$ cat src/rtl/servo_command_sequencer_macros.svh
// Assertion helpers for the servo command sequencer.
// Each macro expects clk_i and rst_ni in scope.
`ifndef SERVO_COMMAND_SEQUENCER_MACROS_SVH
`define SERVO_COMMAND_SEQUENCER_MACROS_SVH

// Condition holds at every clock edge out of reset.
`define SCS_ASSERT_ALWAYS(lbl, cond, msg) \
  lbl: assert property (@(posedge clk_i) disable iff (!rst_ni) (cond)) else $error(msg);

// Consequent holds in the same cycle as the antecedent.
`define SCS_ASSERT_IMP(lbl, ante, cons, msg) \
  lbl: assert property (@(posedge clk_i) disable iff (!rst_ni) (ante) |-> (cons)) \
    else $error(msg);

// Consequent holds in the cycle after the antecedent.
`define SCS_ASSERT_NXT(lbl, ante, cons, msg) \
  lbl: assert property (@(posedge clk_i) disable iff (!rst_ni) (ante) |=> (cons)) \
    else $error(msg);

`endif

$ cat src/rtl/scs_pkg.sv
package scs_pkg;

  typedef enum logic [2:0] {
    OP_TICK       = 3'd0,
    OP_EASE       = 3'd1,
    OP_MOVE       = 3'd2,
    OP_WAIT_SERVO = 3'd3,
    OP_MESSAGE    = 3'd4,
    OP_WAIT       = 3'd5,
    OP_UNBLOCK    = 3'd6
  } op_e;

  typedef enum logic [2:0] {
    ACT_ACK     = 3'd0,
    ACT_EASE    = 3'd1,
    ACT_WRITE   = 3'd2,
    ACT_MESSAGE = 3'd3,
    ACT_ATTACH  = 3'd4,
    ACT_DETACH  = 3'd5,
    ACT_IDLE    = 3'd6
  } action_e;

  typedef enum logic [2:0] {
    KIND_EASE       = 3'd0,
    KIND_WRITE      = 3'd1,
    KIND_WAIT       = 3'd2,
    KIND_WAIT_SERVO = 3'd3,
    KIND_MESSAGE    = 3'd4
  } kind_e;

  typedef enum logic [2:0] {
    CFG_OWN_ID       = 3'd0,
    CFG_HOME_POS     = 3'd1,
    CFG_HOME_SPEED   = 3'd2,
    CFG_HOME_EASING  = 3'd3,
    CFG_GO_HOME      = 3'd4,
    CFG_IDLE_TIMEOUT = 3'd5,
    CFG_SETTLE_WAIT  = 3'd6
  } cfg_reg_e;

  // One queued command, 39 bits.
  typedef struct packed {
    kind_e       kind;
    logic [7:0]  angle;
    logic [3:0]  curve;
    logic [15:0] speed;
    logic [7:0]  peer;
  } entry_t;

  // One result item.
  typedef struct packed {
    action_e     action;
    logic [7:0]  angle;
    logic [3:0]  curve;
    logic [15:0] speed;
    logic [7:0]  peer;
    logic        dropped;
  } res_t;

  localparam int unsigned DATA_W    = 40;
  localparam int unsigned CFG_W     = 16;
  localparam int unsigned CFG_IDX_W = 3;
  localparam int unsigned RES_SLOTS = 3;

  localparam logic [7:0]  HOME_POS_RST     = 8'd90;
  localparam logic [15:0] HOME_SPEED_RST   = 16'd15;
  localparam logic [3:0]  HOME_EASING_RST  = 4'd0;
  localparam logic [15:0] IDLE_TIMEOUT_RST = 16'd5000;
  localparam logic [15:0] SETTLE_WAIT_RST  = 16'd100;

  function automatic res_t mk_res(action_e act);
    res_t r;
    r        = '0;
    r.action = act;
    return r;
  endfunction

endpackage

$ cat src/rtl/servo_command_sequencer.sv
// After an input transfer (enqueue, unblock, dropped move) the first result is offered in the
// next cycle; a stored move passes S_PUSH2 (second queue write), a tick S_TICK, and a tick
// that pops a command S_TICK and S_DISP (registered queue memory read) before S_OUT.
// One item at a time: input is taken in S_IDLE only, once m_axis has accepted every result.
// Reset (rst_ni low, async): pointers, fill count, time, timers and flags clear, attached set,
// registers to defaults; the queue memory is not cleared and needs no clearing pass.
`include "servo_command_sequencer_macros.svh"

module servo_command_sequencer #(
  parameter int unsigned QUEUE_DEPTH = 16
) (
  input  logic                                clk_i,
  input  logic                                rst_ni,
  // configuration write port
  input  logic                                cfg_we_i,
  input  logic [scs_pkg::CFG_IDX_W-1:0]       cfg_idx_i,
  input  logic [scs_pkg::CFG_W-1:0]           cfg_data_i,
  // command stream in
  input  logic                                s_axis_tvalid,
  output logic                                s_axis_tready,
  // target_angle[7:0], curve_code[11:8], speed_or_delay[27:12], peer_id[35:28],
  // servo_moving[36], zero fill[39:37]
  input  logic [scs_pkg::DATA_W-1:0]          s_axis_tdata,
  // operation[2:0]
  input  logic [2:0]                          s_axis_tuser,
  // result stream out
  output logic                                m_axis_tvalid,
  input  logic                                m_axis_tready,
  // angle_out[7:0], curve_out[11:8], speed_out[27:12], peer_out[35:28],
  // dropped[36], zero fill[39:37]
  output logic [scs_pkg::DATA_W-1:0]          m_axis_tdata,
  // action[2:0]
  output logic [2:0]                          m_axis_tuser,
  output logic                                m_axis_tlast
);

  localparam int unsigned PTR_W  = $clog2(QUEUE_DEPTH);
  localparam int unsigned FILL_W = $clog2(QUEUE_DEPTH + 1);

  typedef enum logic [2:0] {
    S_IDLE,   // wait for an input transfer
    S_PUSH2,  // second queue write of a move
    S_TICK,   // timed waits, idle timeout, pop decision
    S_DISP,   // queue read data valid: dispatch the popped command
    S_OUT     // hand out the collected results
  } state_e;

  function automatic logic [PTR_W-1:0] ptr_inc(logic [PTR_W-1:0] p);
    return (p == PTR_W'(QUEUE_DEPTH - 1)) ? '0 : p + 1'b1;
  endfunction

  // ---------------------------------------------------------------------------
  // Configuration registers
  // ---------------------------------------------------------------------------
  logic [7:0]  home_pos_q;
  logic [15:0] home_speed_q;
  logic [3:0]  home_easing_q;
  logic        go_home_q;
  logic [15:0] idle_timeout_q;
  logic [15:0] settle_wait_q;

  always_ff @(posedge clk_i or negedge rst_ni) begin
    if (!rst_ni) begin
      home_pos_q     <= scs_pkg::HOME_POS_RST;
      home_speed_q   <= scs_pkg::HOME_SPEED_RST;
      home_easing_q  <= scs_pkg::HOME_EASING_RST;
      go_home_q      <= 1'b0;
      idle_timeout_q <= scs_pkg::IDLE_TIMEOUT_RST;
      settle_wait_q  <= scs_pkg::SETTLE_WAIT_RST;
    end else if (cfg_we_i) begin
      unique case (scs_pkg::cfg_reg_e'(cfg_idx_i))
        // the source id only tags outgoing messages elsewhere; nothing to hold here
        scs_pkg::CFG_OWN_ID:       ;
        scs_pkg::CFG_HOME_POS:     home_pos_q     <= cfg_data_i[7:0];
        scs_pkg::CFG_HOME_SPEED:   home_speed_q   <= cfg_data_i[15:0];
        scs_pkg::CFG_HOME_EASING:  home_easing_q  <= cfg_data_i[3:0];
        scs_pkg::CFG_GO_HOME:      go_home_q      <= cfg_data_i[0];
        scs_pkg::CFG_IDLE_TIMEOUT: idle_timeout_q <= cfg_data_i[15:0];
        scs_pkg::CFG_SETTLE_WAIT:  settle_wait_q  <= cfg_data_i[15:0];
        default:                   ;
      endcase
    end
  end

  // ---------------------------------------------------------------------------
  // Input unpack
  // ---------------------------------------------------------------------------
  scs_pkg::op_e op;
  logic [7:0]   in_angle;
  logic [3:0]   in_curve;
  logic [15:0]  in_speed;
  logic [7:0]   in_peer;
  logic         in_moving;
  logic         accept;

  assign op        = scs_pkg::op_e'(s_axis_tuser);
  assign in_angle  = s_axis_tdata[7:0];
  assign in_curve  = s_axis_tdata[11:8];
  assign in_speed  = s_axis_tdata[27:12];
  assign in_peer   = s_axis_tdata[35:28];
  assign in_moving = s_axis_tdata[36];

  // ---------------------------------------------------------------------------
  // Control and sequencer state
  // ---------------------------------------------------------------------------
  state_e           state_q;
  logic [PTR_W-1:0] rd_ptr_q;
  logic [PTR_W-1:0] wr_ptr_q;
  logic [FILL_W-1:0] fill_q;
  logic [31:0]      time_q;
  logic [31:0]      deadline_q;
  logic [31:0]      idle_since_q;
  logic [7:0]       blocking_q;
  logic             moving_q;
  // status flags
  logic             wait_q;      // timed wait running
  logic             emptied_q;   // queue ran dry, idle timer running
  logic             attached_q;
  logic             home_q;
  logic             going_q;     // easing home in progress
  logic             blocked_q;   // waiting for another servo
  // result list
  logic [1:0]       res_cnt_q;
  logic [1:0]       res_cnt_d;
  logic [1:0]       out_idx_q;
  scs_pkg::res_t    res_q [scs_pkg::RES_SLOTS];
  scs_pkg::res_t    res_d [scs_pkg::RES_SLOTS];

  assign s_axis_tready = (state_q == S_IDLE);
  assign accept        = s_axis_tvalid && s_axis_tready;

  // ---------------------------------------------------------------------------
  // Command queue memory: one write port, one registered read port.
  // The read address is the head pointer; the data is sampled every cycle, so it
  // is valid in S_DISP. Writes only happen in S_IDLE and S_PUSH2, never while a
  // tick is in flight, so a pop never races a write to the same entry.
  // ---------------------------------------------------------------------------
  scs_pkg::entry_t mem_q [QUEUE_DEPTH];
  scs_pkg::entry_t rd_entry_q;
  scs_pkg::entry_t wr_entry;
  logic            wr_en;
  logic            room1;
  logic            room2;

  assign room1 = (fill_q != FILL_W'(QUEUE_DEPTH));
  assign room2 = (fill_q < FILL_W'(QUEUE_DEPTH - 1));

  always_comb begin
    wr_en    = 1'b0;
    wr_entry = '0;
    if (state_q == S_PUSH2) begin
      // settle pause behind the write of a move
      wr_en          = 1'b1;
      wr_entry.kind  = scs_pkg::KIND_WAIT;
      wr_entry.speed = settle_wait_q;
    end else if (accept) begin
      case (op) inside
        scs_pkg::OP_EASE: begin
          wr_en          = room1;
          wr_entry.kind  = scs_pkg::KIND_EASE;
          wr_entry.angle = in_angle;
          wr_entry.curve = in_curve;
          wr_entry.speed = in_speed;
        end
        scs_pkg::OP_MOVE: begin
          // drop the whole move unless both slots are free
          wr_en          = room2;
          wr_entry.kind  = scs_pkg::KIND_WRITE;
          wr_entry.angle = in_angle;
        end
        scs_pkg::OP_WAIT_SERVO: begin
          wr_en         = room1;
          wr_entry.kind = scs_pkg::KIND_WAIT_SERVO;
          wr_entry.peer = in_peer;
        end
        scs_pkg::OP_MESSAGE: begin
          wr_en         = room1;
          wr_entry.kind = scs_pkg::KIND_MESSAGE;
          wr_entry.peer = in_peer;
        end
        scs_pkg::OP_WAIT: begin
          wr_en          = room1;
          wr_entry.kind  = scs_pkg::KIND_WAIT;
          wr_entry.speed = in_speed;
        end
        default: ;
      endcase
    end
  end

  always_ff @(posedge clk_i) begin
    if (wr_en) begin
      mem_q[wr_ptr_q] <= wr_entry;
    end
    rd_entry_q <= mem_q[rd_ptr_q];
  end

  // ---------------------------------------------------------------------------
  // Tick evaluation (S_TICK, time_q already advanced)
  // ---------------------------------------------------------------------------
  logic [31:0] idle_end;
  logic        t_wait, t_going, t_home, t_attached, t_moving;
  logic        t_idle_upd, t_ease, t_detach;
  logic        t_free, t_pop, t_empty;

  assign idle_end = idle_since_q + 32'(idle_timeout_q);

  always_comb begin
    t_wait     = wait_q;
    t_going    = going_q;
    t_home     = home_q;
    t_attached = attached_q;
    t_moving   = moving_q;
    t_idle_upd = 1'b0;
    t_ease     = 1'b0;
    t_detach   = 1'b0;
    if (wait_q) begin
      // end the timed wait once the deadline has passed
      if (time_q > deadline_q) begin
        t_wait = 1'b0;
      end
    end else if (emptied_q && attached_q && !home_q && go_home_q && !going_q) begin
      // idle long enough: ease home; the servo counts as moving for this tick
      if (time_q > idle_end) begin
        t_ease   = 1'b1;
        t_going  = 1'b1;
        t_moving = 1'b1;
      end
    end else if (go_home_q && going_q) begin
      // home reached once motion stops; restart the idle timer
      if (!moving_q) begin
        t_going    = 1'b0;
        t_home     = 1'b1;
        t_idle_upd = 1'b1;
      end
    end else if (emptied_q && attached_q && (home_q || !go_home_q)) begin
      // idle at home (or homing disabled): detach
      if (time_q > idle_end) begin
        t_detach   = 1'b1;
        t_attached = 1'b0;
      end
    end
    t_free  = !t_moving && !blocked_q && !t_wait;
    t_pop   = t_free && (fill_q != '0);
    t_empty = t_free && (fill_q == '0) && !emptied_q;
  end

  // ---------------------------------------------------------------------------
  // Dispatch of the popped command (S_DISP)
  // ---------------------------------------------------------------------------
  logic          d_att;
  logic          d_emit;
  scs_pkg::res_t d_res;
  logic [1:0]    d_slot;
  logic [1:0]    d_total;

  always_comb begin
    d_att  = !attached_q;
    d_emit = 1'b0;
    d_res  = scs_pkg::mk_res(scs_pkg::ACT_IDLE);
    case (rd_entry_q.kind)
      scs_pkg::KIND_EASE: begin
        d_emit      = 1'b1;
        d_res       = scs_pkg::mk_res(scs_pkg::ACT_EASE);
        d_res.angle = rd_entry_q.angle;
        d_res.curve = rd_entry_q.curve;
        d_res.speed = rd_entry_q.speed;
      end
      scs_pkg::KIND_WRITE: begin
        d_emit      = 1'b1;
        d_res       = scs_pkg::mk_res(scs_pkg::ACT_WRITE);
        d_res.angle = rd_entry_q.angle;
      end
      scs_pkg::KIND_MESSAGE: begin
        d_emit     = 1'b1;
        d_res      = scs_pkg::mk_res(scs_pkg::ACT_MESSAGE);
        d_res.peer = rd_entry_q.peer;
      end
      default: ;
    endcase
    d_slot  = res_cnt_q + 2'(d_att);
    d_total = d_slot + 2'(d_emit);
  end

  // ---------------------------------------------------------------------------
  // Result list: collect up to three results per item, then hand them out
  // ---------------------------------------------------------------------------
  always_comb begin
    res_d     = res_q;
    res_cnt_d = res_cnt_q;
    unique case (state_q)
      S_IDLE: begin
        if (accept) begin
          res_cnt_d = 2'd1;
          res_d[0]  = scs_pkg::mk_res(scs_pkg::ACT_IDLE);
          case (op) inside
            scs_pkg::OP_EASE, scs_pkg::OP_MOVE, scs_pkg::OP_WAIT_SERVO,
            scs_pkg::OP_MESSAGE, scs_pkg::OP_WAIT: begin
              res_d[0]         = scs_pkg::mk_res(scs_pkg::ACT_ACK);
              res_d[0].dropped = !wr_en;
            end
            default: ;
          endcase
        end
      end
      S_TICK: begin
        res_cnt_d = 2'd0;
        if (t_ease) begin
          res_d[0]       = scs_pkg::mk_res(scs_pkg::ACT_EASE);
          res_d[0].angle = home_pos_q;
          res_d[0].curve = home_easing_q;
          res_d[0].speed = home_speed_q;
          res_cnt_d      = 2'd1;
        end else if (t_detach) begin
          res_d[0]  = scs_pkg::mk_res(scs_pkg::ACT_DETACH);
          res_cnt_d = 2'd1;
        end else if (!t_pop) begin
          res_d[0]  = scs_pkg::mk_res(scs_pkg::ACT_IDLE);
          res_cnt_d = 2'd1;
        end
      end
      S_DISP: begin
        if (d_att) begin
          res_d[res_cnt_q] = scs_pkg::mk_res(scs_pkg::ACT_ATTACH);
        end
        if (d_emit) begin
          res_d[d_slot] = d_res;
        end
        res_cnt_d = d_total;
        if (d_total == 2'd0) begin
          res_d[0]  = scs_pkg::mk_res(scs_pkg::ACT_IDLE);
          res_cnt_d = 2'd1;
        end
      end
      default: ;
    endcase
  end

  always_ff @(posedge clk_i) begin
    res_q <= res_d;
  end

  // ---------------------------------------------------------------------------
  // Sequencer
  // ---------------------------------------------------------------------------
  logic out_last;

  assign out_last = (out_idx_q == res_cnt_q - 2'd1);

  always_ff @(posedge clk_i or negedge rst_ni) begin
    if (!rst_ni) begin
      state_q      <= S_IDLE;
      rd_ptr_q     <= '0;
      wr_ptr_q     <= '0;
      fill_q       <= '0;
      time_q       <= '0;
      deadline_q   <= '0;
      idle_since_q <= '0;
      blocking_q   <= '0;
      moving_q     <= 1'b0;
      wait_q       <= 1'b0;
      emptied_q    <= 1'b0;
      attached_q   <= 1'b1;
      home_q       <= 1'b0;
      going_q      <= 1'b0;
      blocked_q    <= 1'b0;
      res_cnt_q    <= '0;
      out_idx_q    <= '0;
    end else begin
      res_cnt_q <= res_cnt_d;
      if (wr_en) begin
        wr_ptr_q <= ptr_inc(wr_ptr_q);
        fill_q   <= fill_q + 1'b1;
      end
      unique case (state_q)
        S_IDLE: begin
          out_idx_q <= '0;
          if (accept) begin
            case (op)
              scs_pkg::OP_TICK: begin
                time_q   <= time_q + 32'd1;
                moving_q <= in_moving;
                state_q  <= S_TICK;
              end
              scs_pkg::OP_MOVE: begin
                state_q <= wr_en ? S_PUSH2 : S_OUT;
              end
              scs_pkg::OP_UNBLOCK: begin
                // lift the block only for the servo we wait on
                if (blocked_q && (in_peer == blocking_q)) begin
                  blocked_q <= 1'b0;
                end
                state_q <= S_OUT;
              end
              default: state_q <= S_OUT;
            endcase
          end
        end
        S_PUSH2: begin
          state_q <= S_OUT;
        end
        S_TICK: begin
          wait_q     <= t_wait;
          going_q    <= t_going;
          home_q     <= t_home;
          attached_q <= t_attached;
          if (t_idle_upd || t_empty) begin
            idle_since_q <= time_q;
          end
          if (t_empty) begin
            emptied_q <= 1'b1;
          end
          state_q <= t_pop ? S_DISP : S_OUT;
        end
        S_DISP: begin
          // pop the head; re-attach before any motion
          rd_ptr_q   <= ptr_inc(rd_ptr_q);
          fill_q     <= fill_q - 1'b1;
          emptied_q  <= 1'b0;
          attached_q <= 1'b1;
          case (rd_entry_q.kind) inside
            scs_pkg::KIND_EASE, scs_pkg::KIND_WRITE: begin
              home_q <= 1'b0;
            end
            scs_pkg::KIND_WAIT_SERVO: begin
              blocking_q <= rd_entry_q.peer;
              blocked_q  <= 1'b1;
            end
            scs_pkg::KIND_WAIT: begin
              wait_q     <= 1'b1;
              deadline_q <= time_q + 32'(rd_entry_q.speed);
            end
            default: ;
          endcase
          state_q <= S_OUT;
        end
        S_OUT: begin
          if (m_axis_tready) begin
            if (out_last) begin
              state_q <= S_IDLE;
            end else begin
              out_idx_q <= out_idx_q + 2'd1;
            end
          end
        end
        default: state_q <= S_IDLE;
      endcase
    end
  end

  // ---------------------------------------------------------------------------
  // Output
  // ---------------------------------------------------------------------------
  scs_pkg::res_t out_res;

  assign out_res       = res_q[out_idx_q];
  assign m_axis_tvalid = (state_q == S_OUT);
  assign m_axis_tuser  = out_res.action;
  assign m_axis_tdata  = {3'b000, out_res.dropped, out_res.peer, out_res.speed,
                          out_res.curve, out_res.angle};
  assign m_axis_tlast  = out_last;

  // ---------------------------------------------------------------------------
  // Assertions
  // ---------------------------------------------------------------------------
  logic move_store;

  assign move_store = accept && wr_en && (op == scs_pkg::OP_MOVE);

  `SCS_ASSERT_ALWAYS(a_fill_bound, fill_q <= FILL_W'(QUEUE_DEPTH), "queue fill above depth")
  `SCS_ASSERT_IMP(a_pop_nonempty, state_q == S_DISP, fill_q != '0, "pop from empty queue")
  `SCS_ASSERT_IMP(a_out_index, state_q == S_OUT, out_idx_q < res_cnt_q, "bad result index")
  `SCS_ASSERT_NXT(a_move_pair, move_store, state_q == S_PUSH2 && wr_en, "move lost its wait")

endmodule

$ cat config.mk
export PLATFORM = sky130hd
export DESIGN_NAME = servo_command_sequencer
export DESIGN_NICKNAME = d
export VERILOG_FILES = /design/src/rtl/scs_pkg.sv /design/src/rtl/servo_command_sequencer.sv
export VERILOG_INCLUDE_DIRS = /design/src /design/src/rtl
export SDC_FILE = /design/constraint.sdc
export NUM_CORES = 1
export LEC_CHECK = 0
export ABC_AREA = 1
export BUFFER_PORTS_ARGS = -buffer_cell sky130_fd_sc_hd__clkbuf_2
export CAP_MARGIN = 20
export CORE_MARGIN = 2
export CORE_UTILIZATION = 40
export CTS_CLUSTER_SIZE = 16
export DETAILED_ROUTE_END_ITERATION = 6
export SKIP_LAST_GASP = 1
export SYNTH_ARGS = -nofsm -noshare
export SYNTH_HDL_FRONTEND = slang
export SYNTH_SLANG_ARGS = --single-unit
$ cat constraint.sdc
create_clock -name clk_i -period 6.5 [get_ports clk_i]
set_input_delay 0.975 -clock clk_i [delete_from_list [all_inputs] [get_ports clk_i]]
set_output_delay 0.975 -clock clk_i [all_outputs]
set_load 0.03 [all_outputs]
; Word level (Yosys, flattened, before mapping)
; Memory sizes are Yosys's and may differ from the RTL's. A register that Yosys moved wholly into a read port is not among the register bits.
; Cells that the tools add are included.
[op_classes]
n_eq_ne = 47
reduce_logical = 62
muxes = 115
bitwise_logic = 9
addsub = 11
n_lt_le_gt_ge = 8
[op_table]
columns = op, count
row1 = 40-bit two-way mux, 10
row2 = 120-bit two-way mux, 3
row3 = 40-bit one-hot mux with 3 select lines, 2
row4 = 40-bit demux with 2-bit select, 2
row5 = 120-bit bitwise mux, 1
row6 = 117-bit AND, 1
row7 = 117-bit inverter, 1
row8 = 16-bit two-way mux, 6
row9 = 40-bit binary-select mux with 2-bit select, 1
row10 = 32-bit by 16-bit adder with 32-bit output, 2
row11 = 32-bit > comparator, 2
row12 = 8-bit two-way mux, 7
row13 = 1-bit two-way mux, 52
row14 = 39-bit two-way mux, 1
row15 = 32-bit by 1-bit adder with 32-bit output (second input constant), 1
row16 = 3-bit two-way mux, 10
row17 = 2-bit inequality test (second input constant), 14
row18 = 3-bit by 2-bit == test with 1-bit output (second input constant), 8
row19 = 3-bit == test (second input constant), 8
row20 = 2-bit AND reduction, 9
row21 = 6-bit AND reduction, 3
row22 = 1-bit logical AND, 15
row23 = 3-bit AND reduction, 5
row24 = 2-bit by 1-bit inequality test with 1-bit output (second input constant), 7
row25 = 40 further kinds, 81
[word_totals]
elab_cells = 294
ff_bits = 312
mem_bits_rw = 624
output_inout_bits = 46
memories = 1
in_bits = 67
[mem_list]
columns = name, depth, word_bits, read_ports, rd_ports_with_merged_regs, write_ports, line
row1 = mem_q, 16, 39, 1, 1, 1, servo_command_sequencer.sv:138  ; scs_pkg::entry_t mem_q [QUEUE_DEPTH];

; Logic depth before layout (Yosys ltp)
; Gate-level depths: netlist of the first run.
[depth]
word_depth = 14
mapped_depth = 26
mapped_depth_nobuf = 25

; Least setup slack after synthesis of the first run
; No wires, ideal clock.
[synth_path]
path_type = reg-to-reg
startpoint = register state_q[1]
endpoint = register fill_q[4]
period_less_slack_ps = 4731
slack_ps = 1769
n_path_buf = 1
setup_ps = 79
t_arrival_ps = 4652
path_stages_with_launch = 13
required_time_ps = 6421
cell_sequence = dfrtp_1 > inv_2 > nor2_1 > inv_2 > nor2_4 > clkbuf_1 > ha_1 > nand2_1 > nor2_1 > a211oi_1 > nor3_1 > a21oi_1 > xor2_1
[synth_via]
elab_chain_cells = 5
elab_cells_between_ends = 8
cone_classes = eq/ne: 2 / mux: 3 / reduce/logical: 3
[synth_rtl]
columns = item, line
row1 = start: declaration, servo_command_sequencer.sv:106  ; state_e state_q;
row2 = start signal: assignment, servo_command_sequencer.sv:386  ; state_q <= wr_en ? S_PUSH2 : S_OUT;
row3 = start signal: assignment, servo_command_sequencer.sv:413  ; state_q <= t_pop ? S_DISP : S_OUT;
row4 = 3-bit logical NOT, servo_command_sequencer.sv:129  ; assign s_axis_tready = (state_q == S_IDLE);
row5 = 1-bit logical AND, servo_command_sequencer.sv:130  ; assign accept = s_axis_tvalid && s_axis_tready;
row6 = 1-bit two-way mux, servo_command_sequencer.sv:156  ; end else if (accept) begin
row7 = 1-bit two-way mux, servo_command_sequencer.sv:151  ; if (state_q == S_PUSH2) begin
row8 = 2-bit nonzero test (no line), n/a
row9 = end signal: assignment, servo_command_sequencer.sv:373  ; fill_q <= fill_q + 1'b1;
row10 = end signal: assignment, servo_command_sequencer.sv:418  ; fill_q <= fill_q - 1'b1;
row11 = end: declaration, servo_command_sequencer.sv:109  ; logic [FILL_W-1:0] fill_q;
; Several ways; a longest one is shown, not always the timed one.
; A chain may end at the register's enable or synchronous reset.

; Worst setup path after layout of the first run
[layout_path]
startpoint = register idle_timeout_q[0]
endpoint = register res_q[80] (netlist name) (enable)
[layout_via]
elab_chain_cells = 11
elab_cells_between_ends = 18
cone_classes = add/sub: 1 / order compare: 1 / eq/ne: 1 / mux: 10 / reduce/logical: 5
[layout_rtl]
columns = item, line
row1 = start: declaration, servo_command_sequencer.sv:59  ; logic [15:0] idle_timeout_q;
row2 = start signal: assignment, servo_command_sequencer.sv:68  ; idle_timeout_q <= scs_pkg::IDLE_TIMEOUT_RST;
row3 = start signal: assignment, servo_command_sequencer.sv:78  ; scs_pkg::CFG_IDLE_TIMEOUT: idle_timeout_q <= cfg_data_i[15:0];
row4 = 32-bit by 16-bit adder with 32-bit output (*), servo_command_sequencer.sv:206  ; assign idle_end = idle_since_q + 32'(idle_timeout_q);
row5 = 32-bit > comparator (*), "servo_command_sequencer.sv:224, servo_command_sequencer.sv:238"
row6 = 1-bit two-way mux, servo_command_sequencer.sv:224  ; if (time_q > idle_end) begin
row7 = 1-bit two-way mux, servo_command_sequencer.sv:222  ; end else if (emptied_q && attached_q && !home_q && go_home_q && !going_q) begin
row8 = 1-bit two-way mux, servo_command_sequencer.sv:217  ; if (wait_q) begin
row9 = 1-bit logical NOT, servo_command_sequencer.sv:243  ; t_free = !t_moving && !blocked_q && !t_wait;
row10 = 1-bit logical AND (2 in a row), servo_command_sequencer.sv:243
row11 = 1-bit logical AND, servo_command_sequencer.sv:244  ; t_pop = t_free && (fill_q != '0);
row12 = 4-bit inequality test (no line) (*), n/a
row13 = 3-bit AND reduction (no line) (*), n/a
row14 = end signal: assignment, servo_command_sequencer.sv:340  ; res_q <= res_d;
row15 = end: declaration, servo_command_sequencer.sv:126  ; scs_pkg::res_t res_q [scs_pkg::RES_SLOTS];
; Every way passes the cells marked *; elsewhere a longest branch is shown, timed or not.

==> results.json, run 1 <==
{
  "skew_ns": 0.0724,
  "viasPerCell": 5.55,
  "fillCellCount": 10028,
  "multiInputGateArea_um2": 14000,
  "yosys_warnings": 0,
  "relSlewSlack_pct": 24.5,
  "antenna_left": 0,
  "utilization_pct": 45.5,
  "endpoint_kind": "flop",
  "areaGrowthSynthToFinish_pct": 13.1,
  "synthesis.area_um2": 43600,
  "coreArea_um2": 109000,
  "hold_violations": 0,
  "vias": 31397,
  "synth_top_area_cell": "edfxtp_1",
  "setup_viol": 0,
  "worstMarginPinSlew_ns": 1.13,
  "rows": 121,
  "ff_latch_area_um2": 28000,
  "grt_pass1_wl_um": 189000,
  "swShare_pct": 29.3,
  "finalMaxSlewViolations": 0,
  "clk_pin_slew_ns": 0.06,
  "yosys.area_share.simple_pct": 14.8,
  "status": "finished, final reports clean",
  "first_iter_violations": 3152,
  "synthArstFlopShare_pct": 19.7,
  "grt_max_degree": 186,
  "synthXorXnorAreaFrac_pct": 1.81,
  "p_sw_mw": 4.65,
  "gr-usage-all-layers_pct": 22.4,
  "synth_top_family_by_area": "simple AND/OR/NAND/NOR gates",
  "synth_cells": 4079,
  "cap_violations": 0,
  "syn_area_per_cell_um2": 10.7,
  "wl_um": 127000,
  "final_common_cell": "nand2_1",
  "dp_hpwl_um": 77300,
  "wire_per_inst_um": 22.4,
  "cp-startpoint": "idle_timeout_q[0]$_DFFE_PN0P_",
  "synthAdderAreaFrac_pct": 3.29,
  "crit_type": "reg2reg",
  "regToRegStartpoint": "idle_timeout_q[0]$_DFFE_PN0P_",
  "rsz0062_at_grt": "no",
  "p_comb_share_pct": 16.1,
  "post-route-period-util_pct": 79.5,
  "clock_power_share_pct": 37.7,
  "powerDensity_nw_per_um2": 321,
  "root_buffer": "clkbuf_16",
  "ios": 113,
  "portBuffers": 106,
  "drive_above_1_share_pct": 9.98,
  "dr.pass1.iters": 6,
  "synth-main-ff-cell": "edfxtp_1",
  "ys_ff_latch": 975,
  "die_w_um": 334,
  "critPathMaxFanout": 33,
  "die_y_um": 334,
  "reg2reg_slack_ns": 1.33,
  "synthTopCellsByArea": "edfxtp_1 51%, dfrtp_1 10%, nand2_1 6.8%, o21ai_0 5.0%, ha_1 3.2%",
  "gp_congestion": 0.919,
  "cts_tree": "done",
  "grt_pass1_vias": 29762,
  "fin_crit_ns": 5.17,
  "cts_made_buffers": 104,
  "synth_edf_count": 744,
  "fin_setup_tns_ns": 0,
  "clk_latency_ns": 0.71,
  "antenna_found_initial": 6,
  "grt_overflow_total": 0,
  "yosysUniqueCellTypes": 55,
  "initial_utilization_pct": 40.2,
  "rr_endpoint": "res_q[80]$_DFFE_PP_",
  "cts_resized": 0,
  "crit_required_ns": 6.87,
  "synthMuxAreaShare_pct": 0,
  "h-tree-depth": 3,
  "max_freq_mhz": 194,
  "hold_class": "in2async",
  "synth_compound_area_share_pct": 11.8,
  "cts_setup_buffers": 0,
  "final_cell_mix": "786 x nand2_1, 744 x edfxtp_1, 436 x o21ai_0, 313 x nor2_1, 269 x nand3_1",
  "finalNetCount": 4329,
  "start_kind": "flop",
  "clk_path_buf_depth": 3,
  "irDropWorstVdd_uv": 199,
  "cp-endpoint": "res_q[80]$_DFFE_PP_",
  "leakage_nw": 19.2,
  "die_area_um2": 112000,
  "ys_seq_area_share_pct": 64.1,
  "postCtsHoldBufs": 0,
  "r2r_cells": 24,
  "seqPwrFrac_pct": 46.2,
  "drc_errors": 0,
  "cts_sinks": 975,
  "synth_top_area_share_pct": 51.2,
  "cp.arrival_ns": 5.53,
  "p_int_mw": 11.2
}
## cell families after synthesis
kind of cell | after synthesis
AO/OA/AOI/OAI | 893
XOR/XNOR | 90
adder cells (fa/ha/maj) | 113
buffers and inverters | 484
flip-flops | 975
other | 1
AND/OR/NAND/NOR | 1523
## Yosys cell counts, types with 6 or more instances
| master | number |
|---|---|
| a21o_1 | 8 |
| a21oi_1 | 175 |
| a221oi_1 | 45 |
| a22oi_1 | 28 |
| a31oi_1 | 8 |
| buf_1 | 10 |
| buf_2 | 26 |
| buf_4 | 6 |
| clkbuf_1 | 170 |
| dfrtp_1 | 175 |
| dfstp_2 | 17 |
| dfxtp_1 | 39 |
| edfxtp_1 | 744 |
| ha_1 | 110 |
| inv_1 | 264 |
| nand2_1 | 788 |
| nand3_1 | 269 |
| nand4_1 | 57 |
| nor2_1 | 333 |
| nor2_2 | 6 |
| nor3_1 | 32 |
| o21ai_0 | 436 |
| o221ai_1 | 35 |
| o22ai_1 | 97 |
| o31ai_1 | 41 |
| or2_2 | 8 |
| xnor2_1 | 28 |
| xor2_1 | 62 |
## per-stage QoR
| stage | instances | hold WS (ns) | area [µm²] | setup WS [ns] | power (mW) |
|---|---|---|---|---|---|
| after floorplan | 4081 | 0.448 | 43600 | 1.77 | 9.00 |
| after global placement | 5451 | 0.467 | 45800 | 1.33 | 9.94 |
| after detailed placement | 5452 | 0.474 | 45800 | 1.29 | 9.96 |
| after CTS | 5649 | 0.344 | 49300 | 1.25 | 15.9 |
| after global routing | 5654 | 0.381 | 49400 | 0.888 | 16.4 |
| final | 5655 | 0.337 | 49400 | 1.33 | 15.8 |
## area by class of cell
type / instances / share of cell area, %
diodes: 1 / 0.00507
clock buffers: 149 / 6.00
clock inverters: 48 / 1.04
inverters: 271 / 2.08
multi-input cells: 2622 / 28.3
flip-flops and latches: 975 / 56.6
well taps: 1414 / 3.58
repair buffers: 175 / 2.35
## worst min path at each step
stage / startpoint / end / slack (ns) / cells after the start
after floorplan: rd_entry_q[0]$_DFF_P_ / blocking_q[0]$_DFFE_PN0P_ / 0.45 / 2
after global placement: settle_wait_q[11]$_DFFE_PN0P_ / settle_wait_q[11]$_DFFE_PN0P_ / 0.47 / 2
after detailed placement: settle_wait_q[14]$_DFFE_PN0P_ / settle_wait_q[14]$_DFFE_PN0P_ / 0.47 / 2
after CTS: rst_ni / idle_since_q[26]$_DFFE_PN0P_ / 0.34 / 1
after global routing: rst_ni / idle_since_q[26]$_DFFE_PN0P_ / 0.38 / 1
final: rst_ni / idle_since_q[25]$_DFFE_PN0P_ / 0.34 / 1
## metal layers
metal  track usage (%)  up-vias  routed length [µm]
li1                  -    14626                   -
met1              31.7    15478               56300
met2              35.9     1094               58700
met3              3.08      189                8690
met4              6.63       10                3080
met5                 0        -                  59
## power groups by stage
stage          clock [mW]  combinational (mW)  sequential, mW
6_report             5.97                2.55            7.31
5_1_grt              6.27                2.78            7.34
4_1_cts              6.03                2.55            7.31
3_5_place_dp            0                2.53            7.43
3_3_place_gp            0                2.51            7.43
2_1_floorplan           0                1.64            7.35
## critical path, cell delays in order (launching register included)
cell and delay, ns:
dfrtp_1 0.35, ha_1 0.19, inv_1 0.06, fa_1 0.38
nand3b_1 0.17, nand2_1 0.10, a21oi_1 0.11, o21ai_0 0.30
a21oi_1 0.18, o21ai_2 0.36, nand4_1 0.17, xor2_1 0.18
ha_1 0.29, nand4_1 0.11, nor3_1 0.20, and3_1 0.25
nand2_1 0.07, nand2_1 0.16, nand2_1 0.12, inv_1 0.10
o21ai_0 0.18, nand4_1 0.14, nand2_1 0.05, inv_1 0.32
buf_12 0.29
## registers in the layout, indices dropped and copies added, names as in the netlist, 2 cells and up
register and count:
res_q 120, time_q 32, settle_wait_q 16, home_speed_q 16, home_easing_q 4, res_cnt_q 2, out_idx_q 2, idle_timeout_q 16
rd_entry_q 39, wr_ptr_q 4, home_pos_q 8, deadline_q 32, blocking_q 8, rd_ptr_q 4, fill_q 5, idle_since_q 32
state_q 3, mem_q 624
Power figures use the tool's default switching activity.
==> inputs of run 2 (changes only) <==
--- a/config.mk
+++ b/config.mk
@@ -6,7 +6,7 @@
 export SDC_FILE = /design/constraint.sdc
 export NUM_CORES = 1
 export LEC_CHECK = 0
-export ABC_AREA = 1
+export ABC_AREA = 0
 export BUFFER_PORTS_ARGS = -buffer_cell sky130_fd_sc_hd__clkbuf_2
 export CAP_MARGIN = 20
 export CORE_MARGIN = 2
==> constraint.sdc (replaced) <==
create_clock -name clk_i -period 4.85 [get_ports clk_i]
set_input_delay 0.7275 -clock clk_i [delete_from_list [all_inputs] [get_ports clk_i]]
set_output_delay 0.7275 -clock clk_i [all_outputs]
set_load 0.03 [all_outputs]
==> run 2 against run 1 <==
Effect of this change: worst hold slack lost 0.19 ns; critical path type unchanged; cell count shrank 17%; largest power group unchanged; largest cell class unchanged; clock power grew 30%; core utilization grew 1.1 points; wire length shrank 13%; synthesized area shrank 0.88%; sequential share of layout area shrank 0.62 points; setup slack lost 1.2 ns.
==> results.json, run 2 <==
{
  "p_int_mw": 14.6,
  "first_iter_violations": 2246,
  "fillCellCount": 9422,
  "holdWs_ns": 0.150,
  "synthesis.area_um2": 43200,
  "largest_reg_flops": 624,
  "die_area_um2": 111000,
  "fin_crit_ns": 4.76,
  "h-tree-depth": 3,
  "gr-usage-all-layers_pct": 19.7,
  "cts_made_buffers": 100,
  "synthTopCellsByArea": "edfxtp_1 52%, dfrtp_1 10%, mux4_2 4.1%, mux2i_1 3.9%, o21ai_0 3.3%",
  "syn_area_per_cell_um2": 14.1,
  "wl_um": 111000,
  "cpMaxStageDelayCell": "dfstp_2",
  "cap_violations": 0,
  "dp_hpwl_um": 67300,
  "cp_num_buf_inv": 4,
  "finalMaxSlewViolations": 0,
  "critPathMaxFanout": 22,
  "root_buffer": "clkbuf_16",
  "hold_class": "in2async",
  "cpPeakStageDelay_ns": 0.56,
  "final_common_cell": "edfxtp_1",
  "finalNetCount": 3413,
  "powerDensity_nw_per_um2": 390,
  "cts_sinks": 975,
  "ff_latch_area_um2": 28000,
  "wire_per_inst_um": 23.5,
  "multiInputGateArea_um2": 14800,
  "p_comb_share_pct": 9.9,
  "initial_utilization_pct": 40.3,
  "leakage_nw": 17.7,
  "grt_overflow_total": 0,
  "vias": 26304,
  "dr.pass1.iters": 5,
  "relSlewSlack_pct": 30.1,
  "ys_ff_latch": 975,
  "synth-main-ff-cell": "edfxtp_1",
  "rsz0062_at_grt": "yes",
  "placed_area_um2": 46200,
  "worstMarginPinSlew_ns": 1.04,
  "irDropWorstVdd_uv": 315,
  "synth_most_common_cell": "edfxtp_1",
  "die_y_um": 333,
  "ios": 113,
  "grt_pass1_wl_um": 167000,
  "gp_congestion": 0.864,
  "crit_type": "reg2reg",
  "status": "finished, final reports clean",
  "hold_violations": 0,
  "final_cell_mix": "744 x edfxtp_1, 275 x o21ai_0, 235 x nand2_1, 170 x dfrtp_1, 168 x mux2i_1",
  "yosysUniqueCellTypes": 87,
  "max_freq_mhz": 210,
  "p_sw_mw": 4.83,
  "fin_area_um2": 49900,
  "setup_viol": 0,
  "start_kind": "flop",
  "clock_power_share_pct": 39.8,
  "clk_path_buf_depth": 3,
  "coreArea_um2": 107000,
  "areaGrowthSynthToFinish_pct": 15.4,
  "endpoint_kind": "flop",
  "rows": 120,
  "clk_pin_slew_ns": 0.07,
  "seqPwrFrac_pct": 50.3,
  "path_cells": "ha_4 -> a21oi_1 -> o22ai_2 -> o211a_1 -> o211ai_1 -> buf_4 -> buf_12 -> a21oi_2 -> o211ai_1 -> xor2_1 -> ha_1 -> and4_1 -> and4_4 -> nand4_1 -> buf_4 -> o2111a_1 -> o21ai_0 -> o2111ai_1 -> and2_4 -> buf_12",
  "post-route-period-util_pct": 98.1,
  "cp-startpoint": "idle_timeout_q[3]$_DFFE_PN1P_",
  "reg.largest.list": "mem_q x624, res_q x120, rd_entry_q x39",
  "synth_top_area_share_pct": 51.7,
  "cp.arrival_ns": 5.11,
  "synth_top_cells_by_count": "744 x edfxtp_1, 285 x o21ai_0, 235 x nand2_1",
  "drc_errors": 0,
  "cts_tree": "done",
  "synth_top_area_cell": "edfxtp_1",
  "p_total_mw": 19.5,
  "synth_edf_count": 744,
  "regMostFlops": "mem_q",
  "synth_cells": 3060,
  "clk_latency_ns": 0.69,
  "die_w_um": 333,
  "regToRegStartpoint": "idle_timeout_q[3]$_DFFE_PN1P_",
  "synthArstFlopShare_pct": 19.7,
  "grt_pass1_vias": 25978,
  "utilization_pct": 46.6,
  "skew_ns": 0.0434,
  "ys_seq_area_share_pct": 64.6,
  "yosys_warnings": 0,
  "antenna_left": 0,
  "drive_above_1_share_pct": 21.1,
  "antenna_found_initial": 3,
  "swShare_pct": 24.8,
  "finalWorstSetupSlack_ns": 0.0909,
  "viasPerCell": 5.57,
  "crit_required_ns": 5.20,
  "pre_cts_slack_ns": -0.312,
  "path_delay_family": "compound AO/OA/AOI/OAI gates",
  "grt_max_degree": 93,
  "portBuffers": 106
}
==> run 2: changes by cell type in the layout (fill, tap and decap cells not counted), moves of 132 or more <==
| cell | change |
|---|---|
| nand2_1 | -551 |
| o21ai_0 | -161 |
| nor2_1 | -241 |
| inv_1 | -199 |
| nand3_1 | -132 |
| mux2i_1 | +168 |
==> run 2: metal layers <==
layer	up-vias	share of wire, %	global-route usage, %	routed length [µm]
li1	12075	-	-	-
met1	13397	46	28.8	51500
met2	692	47	31.4	51900
met3	138	4.9	2.64	5470
met4	2	1.8	4.48	2050
met5	-	0.018	0	20
==> run 2: cell type report <==
cell class | count | share of cell area, %
antenna | 1 | 0.00501
clock buffer | 123 | 5.31
timing repair buffer | 240 | 3.80
sequential | 975 | 56.0
inverter | 65 | 0.491
clock inverter | 62 | 1.30
multi-input combinational | 1851 | 29.6
tap | 1403 | 3.52
==> run 2: metrics by stage <==
stage,setup TNS (ns),cells
5_1_grt,-1.59,4719
3_3_place_gp,-12.24,4520
6_report,0,4720
3_5_place_dp,-18.41,4520
4_1_cts,0,4706
2_1_floorplan,0,3062
==> run 2: cells by family after synthesis <==
kind of cell,after synthesis,synth area share (%)
DFF,975,64.6
and+or+nand+nor,639,7.27
AOI/OAI and AO/OA,622,8.96
muxes,378,11.6
buffers and inverters,237,2.25
adders and majority gates,113,3.32
xor gates and xnor gates,95,1.92
other,1,0.00867
==> run 2: final timing paths <==
kind	slack, ns	cells after the start	end
worst max-delay path	0.09	20	res_q[103]$_DFFE_PP_
worst min-delay path	0.15	1	deadline_q[26]$_DFFE_PN0P_
worst max register to register	0.09	20	res_q[103]$_DFFE_PP_
worst min register to register	0.48	2	deadline_q[8]$_DFFE_PN0P_
max in group asynchronous	3.62	2	settle_wait_q[10]$_DFFE_PN0P_
min in group clk_i	0.35	2	settle_wait_q[9]$_DFFE_PN0P_
==> run 2: worst reg2reg max path: cells and delay by family (launching register included) <==
| kind | cells | cell delay, ns |
|---|---|---|
| AOI/OAI and AO/OA | 9 | 1.74 |
| xor gates and xnor gates | 1 | 0.17 |
| adders and majority gates | 2 | 0.47 |
| buffers and inverters | 4 | 0.64 |
| DFF | 1 | 0.56 |
| and+or+nand+nor | 4 | 0.83 |
==> run 2: power by group through the flow <==
stage	Combinational, mW	Sequential (mW)	Clock [mW]
2_1_floorplan	1.24	9.81	0
4_1_cts	1.92	9.79	7.89
6_report	1.92	9.80	7.75
3_5_place_dp	1.90	9.96	0
3_3_place_gp	1.88	9.95	0
5_1_grt	2.11	9.84	8.20
==> run 2: what timing repair did <==
action	CTS	global route
resized for setup	13	39
setup endpoints to repair	72	72
gates cloned	0	4
pin swaps	3	46
buffers inserted	1	7
hold buffers	0	0
